[src/hw/rtl/sbce_pkg.sv]
// shared types, constants and helpers of the 16-bit cpu execute unit
// no dependencies
`default_nettype none
package sbce_pkg;

    localparam int MEM_BYTES_DEF = 65536;
    localparam int CFG_IDX_W     = 1;
    localparam int S_TDATA_W     = 40;
    localparam int M_TDATA_W     = 88;

    // request kinds, equal to the input opcode values
    localparam logic [1:0] KIND_EXEC = 2'd0;
    localparam logic [1:0] KIND_INTR = 2'd1;
    localparam logic [1:0] KIND_LOAD = 2'd2;
    localparam logic [1:0] KIND_NONE = 2'd3;

    localparam logic [CFG_IDX_W-1:0] CFG_RESET_PC = 1'b0;
    localparam logic [CFG_IDX_W-1:0] CFG_SSP      = 1'b1;

    localparam logic [3:0] OP_BR   = 4'h0;
    localparam logic [3:0] OP_ADD  = 4'h1;
    localparam logic [3:0] OP_LDB  = 4'h2;
    localparam logic [3:0] OP_STB  = 4'h3;
    localparam logic [3:0] OP_JSR  = 4'h4;
    localparam logic [3:0] OP_AND  = 4'h5;
    localparam logic [3:0] OP_LDR  = 4'h6;
    localparam logic [3:0] OP_STR  = 4'h7;
    localparam logic [3:0] OP_RTI  = 4'h8;
    localparam logic [3:0] OP_NOT  = 4'h9;
    localparam logic [3:0] OP_MUL  = 4'hA;
    localparam logic [3:0] OP_DIV  = 4'hB;
    localparam logic [3:0] OP_JMP  = 4'hC;
    localparam logic [3:0] OP_SHF  = 4'hD;
    localparam logic [3:0] OP_LEA  = 4'hE;
    localparam logic [3:0] OP_TRAP = 4'hF;

    localparam logic [7:0] TRAP_HALT = 8'h25;

    typedef struct packed {
        logic [1:0]  kind;
        logic [15:0] load_address;
        logic [7:0]  load_data;
        logic [7:0]  interrupt_vector;
        logic [2:0]  interrupt_level;
    } item_t;

    // first field in the highest bits
    typedef struct packed {
        logic        fault;
        logic        halted;
        logic        store_is_word;
        logic [15:0] store_value;
        logic [15:0] store_address;
        logic        store_valid;
        logic [15:0] writeback_value;
        logic [2:0]  writeback_index;
        logic        writeback_valid;
        logic [15:0] status_word;
        logic [15:0] next_pc;
    } result_t;

    function automatic logic [2:0] nzp(input logic [15:0] v);
        logic [2:0] f;
        if (v == 16'h0000) begin
            f = 3'b010;
        end else if (v[15]) begin
            f = 3'b100;
        end else begin
            f = 3'b001;
        end
        return f;
    endfunction

endpackage
`default_nettype wire

[src/hw/rtl/sbce_front.sv]
// front end: takes input requests, classifies them, feeds the queue
// depends on sbce_pkg
`default_nettype none
module sbce_front
    import sbce_pkg::*;
(
    input  wire logic                 aclk,
    input  wire logic                 aresetn,
    input  wire logic                 s_tvalid,
    output logic                      s_tready,
    input  wire logic [1:0]           s_tuser,
    input  wire logic [S_TDATA_W-1:0] s_tdata,
    output logic                      push,
    output item_t                     push_item,
    input  wire logic                 q_full
);
    logic  ent_vld_reg;
    item_t ent_reg;
    item_t cls;

    always_comb begin
        cls.kind             = (s_tuser == KIND_NONE) ? KIND_NONE : s_tuser;
        cls.load_address     = s_tdata[15:0];
        cls.load_data        = s_tdata[23:16];
        cls.interrupt_vector = s_tdata[31:24];
        cls.interrupt_level  = s_tdata[34:32];
    end

    assign push      = ent_vld_reg && !q_full;
    assign push_item = ent_reg;
    assign s_tready  = !ent_vld_reg || !q_full;

    always_ff @(posedge aclk) begin
        if (!aresetn) begin
            ent_vld_reg <= 1'b0;
        end else if (s_tready) begin
            ent_vld_reg <= s_tvalid;
        end
    end

    always_ff @(posedge aclk) begin
        if (s_tready && s_tvalid) begin
            ent_reg <= cls;
        end
    end
endmodule
`default_nettype wire

[config.mk]
export PLATFORM = sky130hd
export DESIGN_NAME = sbce_front
export DESIGN_NICKNAME = d
export VERILOG_FILES = /design/src/hw/rtl/sbce_pkg.sv /design/src/hw/rtl/sbce_front.sv
export SDC_FILE = /design/constraint.sdc
export NUM_CORES = 1
export LEC_CHECK = 0
export CAP_MARGIN = 20
export CORE_ASPECT_RATIO = 1.1
export CORE_MARGIN = 4
export CORE_UTILIZATION = 50
export DETAILED_ROUTE_END_ITERATION = 10
export DONT_BUFFER_PORTS = 1
export PLACE_DENSITY = 0.68
export SETUP_SLACK_MARGIN = 0.5
export SKIP_LAST_GASP = 1
export SLEW_MARGIN = 20
export SYNTH_ARGS = -nofsm -noshare
export SYNTH_HDL_FRONTEND = slang
export SYNTH_SLANG_ARGS = --single-unit
export TNS_END_PERCENT = 1
[constraint.sdc]
create_clock -name aclk -period 1.9 [get_ports aclk]
set_input_delay 0.095 -clock aclk [delete_from_list [all_inputs] [get_ports aclk]]
set_output_delay 0.095 -clock aclk [all_outputs]
set_load 0.005 [all_outputs]
# Word-level counts from Yosys, hierarchy flattened
# Cells that the tools add are included.
dict set report totals {
  ff_bits 38
  out_inout_bits 39
  inputBits 46
  elab_cells 12
}
dict set report op_classes {
  eq_ne 1
  n_reduce_logical 5
}
# op n
set ops {}
lappend ops {{== test 2 bit, second input constant} 1}
lappend ops {{logical AND 1 bit} 2}
lappend ops {{zero test 1 bit} 2}
lappend ops {{logical OR 1 bit} 1}

# Longest topological paths before layout
dict set report logic_depth {
  depth_word 3
  depth_mapped 2
  mapped_depth_nobuf 2
}

# Worst setup path before layout
# OpenSTA, ideal clock, no wires.
dict set report synth_path {
  path_type {register to register}
  from {register ent_vld_reg}
  to {register ent_reg (netlist bit push_item[0]), enable pin}
  setup_ps 398
  required_ps 1502
  slack_ps 202
  synth_period_minus_slack_ps 1698
  n_path_buf 0
  t_arrival_ps 1300
  stages_incl_launch_ff 3
  cell_sequence {dfxtp_1 -> nand2_1 -> and2_1}
}
dict set report synth_between {
  elab_chain_len 3
}
# item line
set synth_lines {}
lappend synth_lines {{start: declaration} sbce_front.sv:17} ;# logic ent_vld_reg;
lappend synth_lines {{start signal: assignment} sbce_front.sv:37} ;# ent_vld_reg <= s_tvalid;
lappend synth_lines {{zero test 1 bit} sbce_front.sv:31} ;# assign s_tready = !ent_vld_reg || !q_full;
lappend synth_lines {{logical OR 1 bit} sbce_front.sv:31}
lappend synth_lines {{via s_tready} sbce_front.sv:10} ;# output logic s_tready,
lappend synth_lines {{logical AND 1 bit} sbce_front.sv:42} ;# if (s_tready && s_tvalid) begin
lappend synth_lines {{end signal: assignment} sbce_front.sv:43} ;# ent_reg <= cls;
lappend synth_lines {{end: declaration} sbce_front.sv:18} ;# item_t ent_reg;
# The timed path passes the listed nets, and every way through them passes these cells.
# A chain may end at the register's enable or synchronous reset.

# Worst setup path in the final report
dict set report layout_path {
  from {register ent_vld_reg}
  to {register ent_vld_reg}
}
dict set report layout_between {
  elab_chain_len 2
}
# item line
set layout_lines {}
lappend layout_lines {{zero test 1 bit} sbce_front.sv:31}
lappend layout_lines {{logical OR 1 bit} sbce_front.sv:31}
# No other way between the ends.

==> run_results.csv <==
group,metric,value,unit
sta,timing.clock.skew,0.01018,ns
setup_path,crit_required,2.13,ns
global_route,globalRouteOverflowTotal,0,
min_path,worst_hold_path_type,"input pin to primary output",
setup_path,timing.reg2reg.worst_path_depth,3,
global_route,track_usage,15.74,%
finish,layout-area-overhead-vs-synth,41.97,%
yosys,largest_cells_by_area_after_synthesis,"sky130_fd_sc_hd__edfxtp_1, sky130_fd_sc_hd__dfxtp_1, sky130_fd_sc_hd__and2b_2, sky130_fd_sc_hd__clkbuf_1, sky130_fd_sc_hd__and2_1",
drt,drt_wl_total,2250,um
cts,numCtsBuffers,5,
yosys,synth.ff_latch_count,38,
place,dpl.cell_count,74,
sta,final_period_minus_worst_setup_slack,1.235,ns
die,placeableCoreArea,2230,um2
setup_path,worst_r2r_startpoint,"ent_vld_reg$_SDFFE_PN0P_",
drt,drt-initial-drc-count,13,
setup_path,cp.arrival,1.46,ns
finish,flip_flop_count_of_the_largest_register_all_copies_and_words_added,37,
yosys,synth-seq-area-share,96.79,%
yosys,synth.largest_area_cell,"sky130_fd_sc_hd__edfxtp_1",
cts,insertion_delay,0.33,ns
setup_path,worstSetupEndpointType,"flop",
sta,fin_tns_setup,0,ns
setup_path,worst-r2r-setup-slack,0.67,ns
die,core.rowCount,18,
die,die_area,3176,um2
die,ios,85,
yosys,yosysWarnings,0,
place,placement.io_buffers,0,
finish,finish.net_count,136,
finish,antenna_cells_inserted,0,
global_route,grt_start_max_net_pins,38,
global_route,grt_antenna_before_repair,0,
setup_path,worstPathMaxFanout,3,
yosys,syn_nets,91,
setup_path,startpoint_type,"flop",
cts,cts_buffer_depth,2,
power,ir_worst_vdd,768.0,uV
setup_path,worstReg2RegEnd,"ent_vld_reg$_SDFFE_PN0P_",
drt,via_count_normalized_by_instance_count,4.777,
sta,worstMarginPinSlew,0.1855,ns
min_path,worstHoldStart,"q_full",
power,power.static_leakage,0.5799,nW
sta,finalHoldViolations,0,
job,drv_cap,0,
finish,layout_common_cells,"sky130_fd_sc_hd__dlygate4sd3_1, sky130_fd_sc_hd__edfxtp_1, sky130_fd_sc_hd__clkbuf_4, sky130_fd_sc_hd__clkbuf_1",
yosys,synth.distinct_cells,8,
finish,layout_commonest_cell,"sky130_fd_sc_hd__dlygate4sd3_1",
die,initial_utilization,52.41,%
drt,post-route-drc-count,0,
global_route,grt_first_pass_wirelength,3187,um
die,die_extent_in_x,54.10,um
cts,cts_htree_levels,2,
drt,antenna_left,0,
drt,dr_total_vias,578,
status,result_of_the_run,"finished, final reports clean",
finish,post_route_cells_drive_above_1_share,8.791,%
cts,cts_tree,"done",
min_path,holdPathStages,1,
global_route,grt_pass1_vias,626,
sta,timing.final.max_slew_violations,0,
yosys,post_synth.cell_area_avg,25.97,um2
min_path,holdPathEnd,"s_tready",
drt,routedWlPerCell,18.60,um
finish,instances_no_fill,121,
setup_path,path_class,"flop to flop",
yosys,count_of_mapped_cells_out_of_synthesis,45,
die,die_h,58.71,um
yosys,syn_area,1169,um2
sta,max-slew-margin-rel,87.63,%
place,place_congestion,0.6557,
place,dp_hpwl,1424,um
sta,setup_viol_count_final,0,
sta,rsz_0062_raised_after_global_routing,"no",
cts,clock-sinks,38,
sta,fin_crit_sh,64.99,%
yosys,synthDominantCellAreaShare,95.07,%
cts,cts.reportedPaths.clkPinSlew,0.10,ns
sta,clock.fmax,809.8,MHz
finish,fill_cells,130,
cts,cts.root.buffer_cell,"sky130_fd_sc_hd__clkbuf_4",
power,powerDensity,886.0,nW/um2
drt,drt_pass1_iterations,3,
cts,post_cts_sizing,0,
[per-stage QoR]
step	utilization [%]	hold WS [ns]	area, um2	worst slack (ns)	power [mW]
CTS	74.41	0.2618	1659	0.7597	1.481
global route	74.41	0.2604	1659	0.5871	1.549
detailed placement	54.71	0.1939	1220	0.7881	1.055
floorplan	-	0.1939	1170	0.5906	1.035
finish	74.41	0.2586	1659	0.6652	1.470
global placement	54.71	0.1939	1220	0.8120	1.053
[layer usage]
metal	up-vias	global-route usage, %	routed length [um]
met5	-	0	0
met4	0	5.338	32
met3	5	13.16	328
met2	54	25.26	1149
met1	257	14.49	739
li1	262	-	-
[worst max-delay path: stages (launching register included)]
cell	delay, ns
sky130_fd_sc_hd__dfxtp_1	0.33
sky130_fd_sc_hd__a21oi_1	0.16
sky130_fd_sc_hd__nor2b_1	0.08
sky130_fd_sc_hd__dlygate4sd3_1	0.56
[repair_timing]
| item | in CTS | in global routing |
|---|---|---|
| endpoints found under the hold margin | 38 | 0 |
| hold buffers | 39 | 0 |
| setup buffers | 0 | 0 |
| setup endpoints to repair | 0 | 0 |
[power breakdown]
part | internal, mW | leakage, nW | switching (mW)
registers | 0.978 | 0.366 | 0.0258
clock network | 0.147 | 0.0265 | 0.223
logic | 0.0621 | 0.187 | 0.0334
[cells by family after synthesis]
group           count (synthesis)  share of synthesized area (%)
simple gates                    4                          2.142
buf+inv                         2                         0.6426
flops                          38                          96.79
compound gates                  1                         0.4279
[how the worst max path moves through the flow]
stage / start / end / slack (ns) / cells past startpoint
CTS: ent_vld_reg$_SDFFE_PN0P_ / ent_vld_reg$_SDFFE_PN0P_ / 0.76 / 3
detailed placement: ent_vld_reg$_SDFFE_PN0P_ / push_item[15]$_DFFE_PP_ / 0.79 / 3
floorplan: ent_vld_reg$_SDFFE_PN0P_ / push_item[0]$_DFFE_PP_ / 0.59 / 2
global placement: ent_vld_reg$_SDFFE_PN0P_ / push_item[13]$_DFFE_PP_ / 0.81 / 3
finish: ent_vld_reg$_SDFFE_PN0P_ / ent_vld_reg$_SDFFE_PN0P_ / 0.67 / 3
global route: ent_vld_reg$_SDFFE_PN0P_ / ent_vld_reg$_SDFFE_PN0P_ / 0.59 / 3
[synth_stat cells]
library cell and n:
sky130_fd_sc_hd__edfxtp_1 37, sky130_fd_sc_hd__clkbuf_1 2, sky130_fd_sc_hd__a21oi_1 1, sky130_fd_sc_hd__and2_1 1, sky130_fd_sc_hd__and2b_2 1, sky130_fd_sc_hd__dfxtp_1 1, sky130_fd_sc_hd__nand2_1 1, sky130_fd_sc_hd__nor2b_1 1
[layout make-up]
class                   count  area, um2  area share, %
flip-flops and latches     38       1131          68.17
repair buffers             40      410.4          24.74
clock buffers               8      48.80          2.941
well taps                  30      37.54          2.262
multi-input cells           5      31.28          1.885
(Power assumes the default switching activity.)
