$ cat config.mk
export PLATFORM = sky130hd
export DESIGN_NAME = sbce_queue
export DESIGN_NICKNAME = d
export VERILOG_FILES = /design/src/hw/rtl/sbce_pkg.sv /design/src/hw/rtl/sbce_queue.sv
export SDC_FILE = /design/constraint.sdc
export NUM_CORES = 1
export LEC_CHECK = 0
export ABC_AREA = 1
export BUFFER_PORTS_ARGS = -buffer_cell sky130_fd_sc_hd__buf_2
export CAP_MARGIN = 40
export CORE_MARGIN = 2
export CORE_UTILIZATION = 50
export CTS_CLUSTER_DIAMETER = 200
export CTS_CLUSTER_SIZE = 28
export DETAILED_ROUTE_END_ITERATION = 7
export PLACE_DENSITY = 0.8
export SKIP_LAST_GASP = 1
export SLEW_MARGIN = 20
export SYNTH_ARGS = -nofsm -noshare
export SYNTH_HDL_FRONTEND = slang
export SYNTH_SLANG_ARGS = --single-unit
$ cat constraint.sdc
create_clock -name aclk -period 4.4 [get_ports aclk]
set_clock_uncertainty 0.05 [all_clocks]
set_input_delay 0.88 -clock aclk [delete_from_list [all_inputs] [get_ports aclk]]
set_output_delay 0.88 -clock aclk [all_outputs]
set_load 0.03 [all_outputs]
$ cat src/hw/rtl/sbce_pkg.sv
// shared types, constants and helpers of the 16-bit cpu execute unit
// no dependencies
`default_nettype none
package sbce_pkg;

    localparam int MEM_BYTES_DEF = 65536;
    localparam int CFG_IDX_W     = 1;
    localparam int S_TDATA_W     = 40;
    localparam int M_TDATA_W     = 88;

    // request kinds, equal to the input opcode values
    localparam logic [1:0] KIND_EXEC = 2'd0;
    localparam logic [1:0] KIND_INTR = 2'd1;
    localparam logic [1:0] KIND_LOAD = 2'd2;
    localparam logic [1:0] KIND_NONE = 2'd3;

    localparam logic [CFG_IDX_W-1:0] CFG_RESET_PC = 1'b0;
    localparam logic [CFG_IDX_W-1:0] CFG_SSP      = 1'b1;

    localparam logic [3:0] OP_BR   = 4'h0;
    localparam logic [3:0] OP_ADD  = 4'h1;
    localparam logic [3:0] OP_LDB  = 4'h2;
    localparam logic [3:0] OP_STB  = 4'h3;
    localparam logic [3:0] OP_JSR  = 4'h4;
    localparam logic [3:0] OP_AND  = 4'h5;
    localparam logic [3:0] OP_LDR  = 4'h6;
    localparam logic [3:0] OP_STR  = 4'h7;
    localparam logic [3:0] OP_RTI  = 4'h8;
    localparam logic [3:0] OP_NOT  = 4'h9;
    localparam logic [3:0] OP_MUL  = 4'hA;
    localparam logic [3:0] OP_DIV  = 4'hB;
    localparam logic [3:0] OP_JMP  = 4'hC;
    localparam logic [3:0] OP_SHF  = 4'hD;
    localparam logic [3:0] OP_LEA  = 4'hE;
    localparam logic [3:0] OP_TRAP = 4'hF;

    localparam logic [7:0] TRAP_HALT = 8'h25;

    typedef struct packed {
        logic [1:0]  kind;
        logic [15:0] load_address;
        logic [7:0]  load_data;
        logic [7:0]  interrupt_vector;
        logic [2:0]  interrupt_level;
    } item_t;

    // first field in the highest bits
    typedef struct packed {
        logic        fault;
        logic        halted;
        logic        store_is_word;
        logic [15:0] store_value;
        logic [15:0] store_address;
        logic        store_valid;
        logic [15:0] writeback_value;
        logic [2:0]  writeback_index;
        logic        writeback_valid;
        logic [15:0] status_word;
        logic [15:0] next_pc;
    } result_t;

    function automatic logic [2:0] nzp(input logic [15:0] v);
        logic [2:0] f;
        if (v == 16'h0000) begin
            f = 3'b010;
        end else if (v[15]) begin
            f = 3'b100;
        end else begin
            f = 3'b001;
        end
        return f;
    endfunction

endpackage
`default_nettype wire

$ cat src/hw/rtl/sbce_queue.sv
// two-entry request queue between front and back end
// depends on sbce_pkg
`default_nettype none
module sbce_queue
    import sbce_pkg::*;
(
    input  wire logic  aclk,
    input  wire logic  aresetn,
    input  wire logic  push,
    input  item_t      push_item,
    output logic       full,
    output logic       q_valid,
    output item_t      q_item,
    input  wire logic  pop
);
    item_t      ent_reg [2];
    logic       wr_ptr_reg;
    logic       rd_ptr_reg;
    logic [1:0] cnt_reg;

    assign full    = (cnt_reg == 2'd2);
    assign q_valid = (cnt_reg != 2'd0);
    assign q_item  = ent_reg[rd_ptr_reg];

    always_ff @(posedge aclk) begin
        if (!aresetn) begin
            wr_ptr_reg <= 1'b0;
            rd_ptr_reg <= 1'b0;
            cnt_reg    <= 2'd0;
        end else begin
            if (push) begin
                wr_ptr_reg <= !wr_ptr_reg;
            end
            if (pop) begin
                rd_ptr_reg <= !rd_ptr_reg;
            end
            if (push && !pop) begin
                cnt_reg <= cnt_reg + 2'd1;
            end else if (pop && !push) begin
                cnt_reg <= cnt_reg - 2'd1;
            end
        end
    end

    always_ff @(posedge aclk) begin
        if (push) begin
            ent_reg[wr_ptr_reg] <= push_item;
        end
    end
endmodule
`default_nettype wire

Word level (Yosys, flattened, before mapping)
Memories as Yosys holds them, arrays and structs flattened. A register that Yosys moved wholly into a read port is not among the register bits.
Cells that the tools add are included.
Storage, ports and cells
  register bits: 4
  memory bits (read-only): 0
  output and inout bits: 39
  bits of input ports: 41
  latch bits: 0
  memories: 1
  memory bits (writable): 74
Cells by class
  shift-type cells: 0
  muxes and demuxes: 6
  bitwise operators: 0
  $lt $le $gt $ge: 0
  divide/modulo/power cells: 0
  reduce and logical (&&, ||, !) cells: 8
  multipliers: 0
  equality and inequality tests: 1
  add/subtract/negate cells: 2
Memories
  ent_reg: depth 2, width 37, rd ports 1, clocked after Yosys merged registers in 1, write ports 1, line sbce_queue.sv:16  | item_t ent_reg [2];
Operator list (number)
  $logic_not A1 Y1: 4
  $mux W1: 4
  $mux W2: 2
  $reduce_bool A2 Y1: 2
  $add A2 B1 Y2 const B: 1
  $eq A2 B2 Y1 const B: 1
  $logic_and A1 B1 Y1: 2
  $sub A2 B1 Y2 const B: 1

Logic depth before layout (Yosys ltp)
Gate-level depths: netlist of the first run.
  depth after elaboration: 4
  mapped depth: 8

Worst setup path after synthesis of the first run
OpenSTA, ideal clock, no wires.
  path kind: input to register
  start: in push
  end: mem ent_reg[0][0] (netlist bit), enable pin
  slack: 1.440 ns
  library setup time: 0.432 ns
  data required time: 3.918 ns
  buffers on the path: 0
  data arrival time: 2.478 ns
  cell stages on the path: 2
  cells stage by stage: inv_1 nor2_1
On the way
  cells in the longest elaborated chain, start to end: 2
RTL lines
  start: declaration: line sbce_queue.sv:9  | input wire logic push,
  $mux W1: line sbce_queue.sv:46  | if (push) begin
  $mux W1 (implied by the code): line sbce_queue.sv:47  | ent_reg[wr_ptr_reg] <= push_item;
  end: declaration: line sbce_queue.sv:16
No other way between the ends.

==> summary.md, run 1 <==
| Metric | Value |
|---|---|
| Area Overhead vs Synth | `21.6%` |
| # hold bufs at CTS | `0` |
| Vias in the first global route | `1530` |
| Worst EP arrival | `1.72 ns` |
| CP Launch Type | `register` |
| Row cnt | `28` |
| Worst Path Required | `roughly 3.5 ns` |
| Worst path cell trace | `mux2_2, buf_2` |
| NumNets Final | `281` |
| Total grt overflow | `0` |
| Status | `finished clean` |
| Post_cts resized | `0` |
| Die Y | `82.1 microns` |
| Area of the multi-input gates | `about 630 sq um` |
| Reg2reg setup slack | `2.92 ns` |
| Sequential share of the synthesized area | `76.1%` |
| Largest register FFs | `74` |
| YS warnings | `0` |
| Core area | `0.00592 sq mm` |
| Die area | `between 0.006 and 0.007 sq mm` |
| Initial DRC Count | `93` |
| Initial antenna violation count | `0` |
| CTS Root Cell | `clkbuf_8` |
| Global Route Usage Sum | `between 10% and 20%` |
| Die width | `82.1 microns` |
| Final Hold Viols | `0` |
| WL/cell | `15.1 microns` |
| Final core occ | `62.6%` |
| Most common cell after layout, fill and taps aside | `buf_2` |
| Pins Over Slew Limit | `0` |
| Detailed-route DRC error count | `0` |
| Gpl congestion | `0.729` |
| Hold Crit Class | `register to register` |
| Hold slack | `roughly 0.47 ns` |
| Vias | `1544` |
| Register Area | `0.00233 sq mm` |
| Detail Route Antenna Nets | `0` |
| Worst Hold Launch | `rd_ptr_reg$_SDFFE_PN0P_` |
| Static leakage | `1.52 nW` |
| TritonCTS clock tree | `yes` |
| Crit. End Element | `output pin` |
| Syn Nets | `192` |
| Layout cell share with drive strength beyond 1 | `54.5%` |
| Ports | `80` |
| RSZ-0062 raised after global routing | `false` |
| Inserted Clock Buffers | `9` |
| Worst hold stages | `2` |
| Synthesized cell area | `roughly 0.0031 sq mm` |
| Max Buffers Root-to-Sink | `2` |
| Syn avg cell area | `between 20 and 25 sq um` |
| Pwr Density | `429 mW/mm^2` |
| Crit path max fanout | `37` |
| Max-cap violations | `0` |
| Final wirelength | `between 4000 and 5000 microns` |
| Dpl hpwl | `3300 microns` |
| Clk pin slew, worst setup/hold paths | `0.07 ns` |
| Final setup violating endpoints | `0` |
| Number of H-tree levels | `3` |
| Yosys reg bits | `79` |
| Maximum vdd drop | `0.000256 V` |
| CP Class | `register to output pin` |
| Fin Setup TNS | `0 ns` |
| Synth Instances | `150` |
| Global-route wire length before repair | `around 6900 microns` |
| Part of the cycle the worst path needs | `60.2%` |
| Synth unique cells | `14` |
| Min Tclk post-route | `between 2 and 3 ns` |
| Clock sinks | `between 70 and 80` |
| Post-CTS setup buffer count | `0` |
| Critical path's slowest cell | `dfxtp_4` |
| N_diodes | `0` |
| IO Port Bufs | `79` |
| Reg-to-Reg Start | `wr_ptr_reg$_SDFFE_PN0P_` |
| Slew Limit Headroom | `56.9%` |
| R2R depth | `4` |
| Slowest stage delay, CP | `~0.77 ns` |
| Filler Cell Count | `450` |
| Starting Density | `around half` |
| F_max | `about 0.38 GHz` |
| Clk_lat worst skew | `0.33 ns` |
| Vias per cell | `4.84` |
| Pre-Repair DR Iteration Count | `4` |
| Most frequent cells in the layout | `79 x buf_2, 74 x edfxtp_1, 30 x mux2_4` |
| Largest net degree at the start of global routing | `38` |
| Tightest Pin Transition | `0.646 ns` |
## area by class of cell
class                      count  area share, %
tap                           75           2.53
clock inverter                 6           1.38
clock buffer                  10           3.44
sequential                    79           62.7
timing repair buffer          82           12.0
inverter                       8          0.810
multi-input combinational     59           17.1
## routing by layer
layer / global-route usage, % / wire length (microns)
met2: 25.7 / 2600
met4: 11.0 / 144
met3: 2.83 / 191
met1: 15.9 / 1880
met5: 0 / 0
## logic make-up after synthesis
| kind of cell | count (synthesis) | synth area share [%] |
|---|---|---|
| compound gates | 2 | 0.328 |
| fa+ha+maj | 1 | 0.410 |
| buf+inv | 12 | 3.32 |
| flops | 79 | 76.1 |
| mux | 37 | 17.4 |
| simple gates | 19 | 2.46 |
## power by group
group | internal [mW] | switching (mW)
clock | 0.255 | 0.234
sequential | 0.867 | 0.0236
combinational | 0.0902 | 0.123
## synth_stat cells
cell type / count / share of area, %
a21oi_1: 1 / 0.16
buf_12: 3 / 2.0
buf_6: 1 / 0.37
dfxtp_1: 5 / 3.3
edfxtp_1: 74 / 73
ha_1: 1 / 0.41
inv_1: 8 / 0.98
mux2_2: 7 / 2.6
mux2_4: 30 / 15
nand2_1: 9 / 1.1
nand3_1: 1 / 0.16
nand4_1: 1 / 0.21
nor2_1: 8 / 0.98
o21ai_0: 1 / 0.16
## path summary, 6_finish.rpt
kind | to
min | register
min reg2reg | register
max | q_item[30]
max reg2reg | ent_reg[1][1]$_DFFE_PP_
## critical path: cells and delay by family, from the launching register on
| kind | cells | cell delay, ns |
|---|---|---|
| flip-flops | 1 | 0.77 |
| multiplexers | 1 | 0.41 |
| buffers and inverters | 1 | 0.18 |
## through the flow
step	total power, mW	area [sq um]	cells	setup slack, ns
after floorplan	1.06	3050	150	1.44
after global placement	1.11	3480	301	1.74
after detailed placement	1.12	3510	302	1.92
after CTS	1.61	3690	318	1.72
after global routing	1.65	3710	319	1.68
final	1.59	3710	319	1.75
Power figures use the tool's default switching activity.
==> inputs of run 2 (changes only) <==
--- a/config.mk
+++ b/config.mk
@@ -5,7 +5,7 @@
 export SDC_FILE = /design/constraint.sdc
 export NUM_CORES = 1
 export LEC_CHECK = 0
-export ABC_AREA = 1
+export ABC_AREA = 0
 export BUFFER_PORTS_ARGS = -buffer_cell sky130_fd_sc_hd__buf_2
 export CAP_MARGIN = 40
 export CORE_MARGIN = 2
@@ -13,7 +13,7 @@
 export CTS_CLUSTER_DIAMETER = 200
 export CTS_CLUSTER_SIZE = 28
 export DETAILED_ROUTE_END_ITERATION = 7
-export PLACE_DENSITY = 0.8
+export PLACE_DENSITY = 0.81
 export SKIP_LAST_GASP = 1
 export SLEW_MARGIN = 20
 export SYNTH_ARGS = -nofsm -noshare
==> constraint.sdc (replaced) <==
create_clock -name aclk -period 2.45 [get_ports aclk]
set_clock_uncertainty 0.05 [all_clocks]
set_input_delay 0.49 -clock aclk [delete_from_list [all_inputs] [get_ports aclk]]
set_output_delay 0.49 -clock aclk [all_outputs]
set_load 0.03 [all_outputs]
==> run 2 against run 1 <==
Compared with the run above: cell area is 2.9% lower; synthesized area shrank 5.0%; sequential power rose by 78%; first-iteration DRC count fell by 37%; synthesized cell count decreased by 8.7%; utilization grew 2.4 points; non-clock buffer count is the same.
==> summary.md, run 2 <==
| Metric | Value |
|---|---|
| Pre-Repair DR Iteration Count | `4 (unchanged)` |
| Post-CTS setup buffer count | `0 (unchanged)` |
| Max-cap violations | `0 (unchanged)` |
| Gpl congestion | `0.709 (-2.7%)` |
| Dpl hpwl | `3190 microns (-3.4%)` |
| Most common cell after layout, fill and taps aside | `buf_2` |
| Mux contribution to synthesized area | `14.4% (-3.0 points)` |
| Tightest Pin Transition | `0.428 ns (-0.217 ns)` |
| Die width | `80.1 microns (-2.4%)` |
| Largest family of logic cells by synthesized area | `multiplexers` |
| Ports | `80 (unchanged)` |
| Final Hold Viols | `0 (unchanged)` |
| Area contributors post-synth | `edfxtp_1 77%, mux2_2 14%, dfxtp_1 3.5%, buf_6 1.2%, and2_1 0.86%` |
| Vias | `1479 (-4.2%)` |
| Detailed-route DRC error count | `0 (unchanged)` |
| IO Port Bufs | `79 (unchanged)` |
| Post-synth ARST share | `0% (unchanged)` |
| Clk pin slew, worst setup/hold paths | `0.07 ns (about the same)` |
| Yosys top cell by area | `edfxtp_1` |
| Vias per cell | `4.88 (+0.85%)` |
| Die area | `0.00642 sq mm (-4.7%)` |
| Row cnt | `27 (-3.6%)` |
| Largest net degree at the start of global routing | `34 (-11%)` |
| CP Launch Type | `register` |
| Fin Setup TNS | `0 ns (unchanged)` |
| Number of H-tree levels | `3 (unchanged)` |
| Final setup violating endpoints | `0 (unchanged)` |
| Most frequent cells after synthesis | `74 x edfxtp_1, 37 x mux2_2, 5 x dfxtp_1, 4 x and2_1, 3 x buf_6` |
| Final wirelength | `4680 microns (-2.9%)` |
| Initial antenna violation count | `0 (unchanged)` |
| Syn Nets | `179 (-6.8%)` |
| CTS Root Cell | `clkbuf_8` |
| Clk_lat worst skew | `0.34 ns (about the same)` |
| Vias in the first global route | `1476 (-3.5%)` |
| Clock sinks | `79 (unchanged)` |
| WL/cell | `15.4 microns (+2.2%)` |
| Filler Cell Count | `405 (-10%)` |
| NumNets Final | `268 (-4.6%)` |
| Hold Crit Class | `input port to register` |
| Most frequent cells in the layout | `79 x buf_2, 74 x edfxtp_1, 37 x mux2_2` |
| TritonCTS clock tree | `yes` |
| Die Y | `80.1 microns (-2.4%)` |
| Worst EP arrival | `1.51 ns (-0.21 ns)` |
| Post-synthesis xor/xnor area fraction | `0.906% (+0.91 points)` |
| Hold slack | `0.284 ns (-0.186 ns)` |
| Crit. End Element | `output pin` |
| Pwr Density | `808 mW/mm^2 (+88%)` |
| Max Buffers Root-to-Sink | `2 (unchanged)` |
| Largest register FFs | `74 (unchanged)` |
| Synthesized cell area | `0.00290 sq mm (-5.0%)` |
| Post-synthesis compound-gate area fraction | `0.691% (+0.36 points)` |
| Maximum vdd drop | `0.000510 V (+99%)` |
| Global Route Usage Sum | `15.5% (+0.72 points)` |
| Starting Density | `52.3% (+0.80 points)` |
| Inserted Clock Buffers | `9 (unchanged)` |
| Yosys reg bits | `79 (unchanged)` |
| Static leakage | `1.37 nW (-9.5%)` |
| Synth Instances | `137 (-8.7%)` |
| Syn avg cell area | `21.2 sq um (+4.1%)` |
| RSZ-0062 raised after global routing | `false` |
| Part of the cycle the worst path needs | `83.8%` |
| F_max | `approximately 0.49 GHz` |
| Number of flops mapped to enable cells by yosys | `74 (unchanged)` |
| N_diodes | `0 (unchanged)` |
| Min Tclk post-route | `2.05 ns` |
| Initial DRC Count | `59 (-37%)` |
| Leading cell type by number of instances after synthesis | `edfxtp_1` |
| Detail Route Antenna Nets | `0 (unchanged)` |
| Worst Path Required | `1.91 ns (-1.56 ns)` |
| Core area | `0.00554 sq mm (-6.4%)` |
| Post-synthesis adder-cell area fraction | `0.432% (+0.021 points)` |
| Area Overhead vs Synth | `24.3%` |
| Global-route wire length before repair | `7120 microns (+2.5%)` |
| Synth Area in Simple Gates | `2.03% (-0.43 points)` |
| Crit path max fanout | `33 (-11%)` |
| Synth unique cells | `17 (+3)` |
| # hold bufs at CTS | `0 (unchanged)` |
| Status | `finished clean` |
| Slew Limit Headroom | `71.4% (+14 points)` |
| Top-area cell type share of the netlist area | `76.7% (+3.8 points)` |
| Layout cell share with drive strength beyond 1 | `58.4% (+3.9 points)` |
| Post_cts resized | `0 (unchanged)` |
| Total grt overflow | `0 (unchanged)` |
| Main synth FF type | `edfxtp_1` |
| Sequential share of the synthesized area | `80.1% (+4.0 points)` |
| Pins Over Slew Limit | `0 (unchanged)` |
| YS warnings | `0 (unchanged)` |
| CP Class | `register to output pin` |
## run 2: changes by cell type after synthesis, sizes merged, moves of 2 or more
cell and delta:
xor2 +2, nand2 -9, and2 +4, nor2b +2
nor2 -8, inv -7
## run 2: per-layer routing
metal | vias to the layer above | global-route usage (%) | wire length (microns)
met5 | - | 0 | 0
met4 | 0 | 7.12 | 59
met3 | 7 | 6.18 | 374
met2 | 66 | 23.8 | 2240
met1 | 692 | 19.3 | 2000
li1 | 714 | - | -
## run 2: cells by family after synthesis
group,after synthesis
compound gates,3
simple gates,9
buf+inv,5
xor+xnor,3
mux,37
fa+ha+maj,1
flops,79
## run 2: where the power goes
group          switching [mW]  internal (mW)  total [mW]  leakage, nW
registers              0.0220           1.56        1.58        0.736
logic                   0.259          0.163       0.423        0.543
clock network           0.410          0.502       0.911       0.0919
total                   0.691           2.22        2.91         1.37
## run 2: worst max-delay path: stages, from the launching register on
cell	delay, ns
dfxtp_2	0.39
buf_12	0.23
mux2_2	0.36
buf_2	0.18
## run 2: layout make-up
cell class                      count  area (sq um)  area share (%)
Multi-Input combinational cell     53           543            15.1
Sequential cell                    79          2320            64.5
Timing Repair Buffer               82           455            12.6
Clock inverter                      1          30.0           0.834
Inverter                            1          3.75           0.104
Tap cell                           72          90.1            2.50
Clock buffer                       15           156            4.34
## run 2: path summary, 6_finish.rpt
kind                                                  to  cells past startpoint               startpoint  slack, ns
worst max-delay path                           q_item[8]                      3                 register       0.40
worst min-delay path            ent_reg[1][11]$_DFFE_PP_                      1            push_item[11]       0.28
worst max register to register  ent_reg[1][25]$_DFFE_PP_                      2  wr_ptr_reg$_SDFFE_PN0P_       1.09
worst min register to register   cnt_reg[1]$_SDFFE_PN0P_                      2  cnt_reg[1]$_SDFFE_PN0P_       0.46
## run 2: metrics by stage
stage / instances / power (mW) / utilization, % / area, sq um / worst slack (ns)
floorplan: 137 / 1.90 / - / 2900 / 0.482
global placement: 287 / 2.03 / 61.7 / 3420 / 0.747
detailed placement: 287 / 2.04 / 61.7 / 3420 / 0.745
CTS: 303 / 2.94 / 65.0 / 3600 / 0.365
global route: 303 / 3.02 / 65.0 / 3600 / 0.316
finish: 303 / 2.91 / 65.0 / 3600 / 0.397
==> inputs of run 3 (changes only) <==
--- a/config.mk
+++ b/config.mk
@@ -5,7 +5,7 @@
 export SDC_FILE = /design/constraint.sdc
 export NUM_CORES = 1
 export LEC_CHECK = 0
-export ABC_AREA = 0
+export ABC_AREA = 1
 export BUFFER_PORTS_ARGS = -buffer_cell sky130_fd_sc_hd__buf_2
 export CAP_MARGIN = 40
 export CORE_MARGIN = 2
@@ -13,7 +13,7 @@
 export CTS_CLUSTER_DIAMETER = 200
 export CTS_CLUSTER_SIZE = 28
 export DETAILED_ROUTE_END_ITERATION = 7
-export PLACE_DENSITY = 0.81
+export PLACE_DENSITY = 0.8
 export SKIP_LAST_GASP = 1
 export SLEW_MARGIN = 20
 export SYNTH_ARGS = -nofsm -noshare
==> constraint.sdc (replaced) <==
create_clock -name aclk -period 2.1 [get_ports aclk]
set_clock_uncertainty 0.05 [all_clocks]
set_input_delay 0.42 -clock aclk [delete_from_list [all_inputs] [get_ports aclk]]
set_output_delay 0.42 -clock aclk [all_outputs]
set_load 0.03 [all_outputs]
==> run 3 against run 2 <==
Compared with the run above: final cell count increased by 6.3%; utilization is 1.7 points lower; first-iteration DRC count up 46%; via count is 6.4% higher; largest cell class unchanged; highest routed layer unchanged.
==> summary.md, run 3 (synthesized netlist as in run 1, its figures left out) <==
| Metric | Value |
|---|---|
| Status | `finished clean` |
| Post_cts resized | `0 (unchanged)` |
| M1 WL | `1980 microns (-1.1%)` |
| Final setup violating endpoints | `0 (unchanged)` |
| N_diodes | `0 (unchanged)` |
| Die width | `82.1 microns (+2.4%)` |
| Vias | `1574 (+6.4%)` |
| Final core occ | `63.3% (-1.7 points)` |
| Starting Density | `51.5% (-0.80 points)` |
| Post-CTS setup buffer count | `0 (unchanged)` |
| Hold slack | `0.228 ns (-0.0559 ns)` |
| CP Launch Type | `register` |
| Initial DRC Count | `86 (+46%)` |
| Cell family with the largest share of critical-path delay | `buffers and inverters` |
| Gpl congestion | `0.655 (-7.6%)` |
| NumNets Final | `284 (+6.0%)` |
| RSZ-0062 raised after global routing | `false` |
| Max Buffers Root-to-Sink | `2 (unchanged)` |
| Hold Crit Class | `input port to register` |
| Global-route wire length before repair | `7450 microns (+4.6%)` |
| Post-DP Area | `0.00353 sq mm (+3.5%)` |
| Area Overhead vs Synth | `22.8%` |
| Largest register FFs | `74 (unchanged)` |
| Reg2reg setup slack | `0.89 ns (-0.20 ns)` |
| Vias per cell | `4.89 (+0.14%)` |
| Final wirelength | `4820 microns (+3.1%)` |
| RR Endpoint | `ent_reg[1][13]$_DFFE_PP_` |
| Worst Path Required | `1.63 ns (-0.28 ns)` |
| Crit path max fanout | `17 (-48%)` |
| Critical path's slowest cell | `mux2_2` |
| Tightest Pin Transition | `0.283 ns (-0.145 ns)` |
| Inserted Clock Buffers | `9 (unchanged)` |
| # hold bufs at CTS | `0 (unchanged)` |
| Worst path cell trace | `buf_4, mux2_2, buf_2` |
| CTS Root Cell | `clkbuf_8` |
| Clock sinks | `79 (unchanged)` |
| Uppermost layer routed | `met4` |
| Ports | `80 (unchanged)` |
| Crit. End Element | `output pin` |
| Maximum vdd drop | `0.000515 V (+1.1%)` |
| Final Cell Area | `0.00375 sq mm (+4.0%)` |
| Worst Hold Launch | `push_item[28]` |
| Worst EP arrival | `1.55 ns (+0.04 ns)` |
| Cell count after placement | `306 (+6.6%)` |
| Clk pin slew, worst setup/hold paths | `0.08 ns (about the same)` |
| Row cnt | `28 (+3.7%)` |
| TritonCTS clock tree | `yes` |
| Die area | `0.00674 sq mm (+5.0%)` |
| WL/cell | `15.0 microns (-3.0%)` |
| Static leakage | `1.54 nW (+12%)` |
| Met2 WL | `2530 microns (+13%)` |
| Number of H-tree levels | `3 (unchanged)` |
| Layout cell share with drive strength beyond 1 | `56.7% (-1.8 points)` |
| Clk_lat worst skew | `0.33 ns (about the same)` |
| Stages on worst setup path | `3 (unchanged)` |
| Final Hold Viols | `0 (unchanged)` |
| R2R depth | `3 (+1)` |
| Dpl hpwl | `3380 microns (+5.8%)` |
| Slowest stage delay, CP | `0.38 ns (about the same)` |
| Pre-Repair DR Iteration Count | `4 (unchanged)` |
| Total grt overflow | `0 (unchanged)` |
| Global Route Usage Sum | `15.5% (+0.061 points)` |
| Slew Limit Headroom | `81.1% (+9.7 points)` |
| Detailed-route DRC error count | `0 (unchanged)` |
| Vias in the first global route | `1620 (+9.8%)` |
| Die Y | `82.1 microns (+2.4%)` |
| Initial antenna violation count | `0 (unchanged)` |
| Met3 WL | `278 microns (-26%)` |
| Most common cell after layout, fill and taps aside | `buf_2` |
| Fin Setup TNS | `0 ns (unchanged)` |
| F_max | `0.496 GHz` |
| CP Class | `register to output pin` |
| IO Port Bufs | `79 (unchanged)` |
| Pins Over Slew Limit | `0 (unchanged)` |
| Final non-filler cell total | `322 (+6.3%)` |
| Core area | `0.00592 sq mm (+6.9%)` |
| WP buf/inv | `2 (unchanged)` |
| Pwr Density | `930 mW/mm^2 (+15%)` |
| Reg-to-Reg Start | `wr_ptr_reg$_SDFFE_PN0P_` |
| Part of the cycle the worst path needs | `a little over nine tenths` |
| Most frequent cells in the layout | `79 x buf_2, 74 x edfxtp_1, 30 x mux2_4` |
| Largest net degree at the start of global routing | `21 (-38%)` |
| Max-cap violations | `0 (unchanged)` |
| Crit path to | `q_item[29]` |
| Detail Route Antenna Nets | `0 (unchanged)` |
| Min Tclk post-route | `2.02 ns` |
## run 3: cell count changes in the layout (fill, tap and decap cells not counted), moves of 2 or more
cell / change
buf_4: +5
buf_12: -2
mux2_4: +30
mux2_2: -30
nand2_1: +9
inv_1: +7
clkbuf_1: -5
and2_1: -3
xor2_1: -2
clkinv_2: +4
nor2_1: +7
## run 3: layout make-up
type / count / area, sq um
Clock buffer: 9 / 124
Clock inverter: 7 / 87.6
Fill cell: 462 / 2170
Inverter: 8 / 30.0
Multi-Input combinational cell: 59 / 634
Sequential cell: 79 / 2320
Tap cell: 75 / 93.8
Timing Repair Buffer: 85 / 453
## run 3: worst register-to-register path, cell delays in order, from the launching register on
cell,delay [ns]
dfxtp_1,0.41
nand2_1,0.09
inv_1,0.08
buf_4,0.28
## run 3: per-layer routing
| layer | track usage [%] | vias up |
|---|---|---|
| li1 | - | 746 |
| met5 | 0 | - |
| met1 | 18.2 | 767 |
| met3 | 4.24 | 4 |
| met2 | 26.7 | 57 |
| met4 | 7.00 | 0 |
## run 3: power breakdown
group | switching (mW) | total, mW | internal (mW)
Combinational | 0.287 | 0.477 | 0.190
Clock | 0.507 | 1.17 | 0.660
Sequential | 0.0246 | 1.84 | 1.82
## run 3: worst min path at each step
stage	depth (start not counted)	slack [ns]	endpoint
floorplan	2	0.41	register
global placement	2	0.43	rd_ptr_reg$_SDFFE_PN0P_
detailed placement	2	0.45	register
CTS	1	0.20	ent_reg[1][28]$_DFFE_PP_
global route	1	0.21	ent_reg[0][24]$_DFFE_PP_
finish	1	0.23	ent_reg[1][28]$_DFFE_PP_
## run 3: through the flow
stage	setup WS, ns	power (mW)
finish	0.0822	3.48
global route	0.0170	3.63
CTS	0.0542	3.53
detailed placement	0.436	2.36
global placement	0.468	2.34
floorplan	0.233	2.22
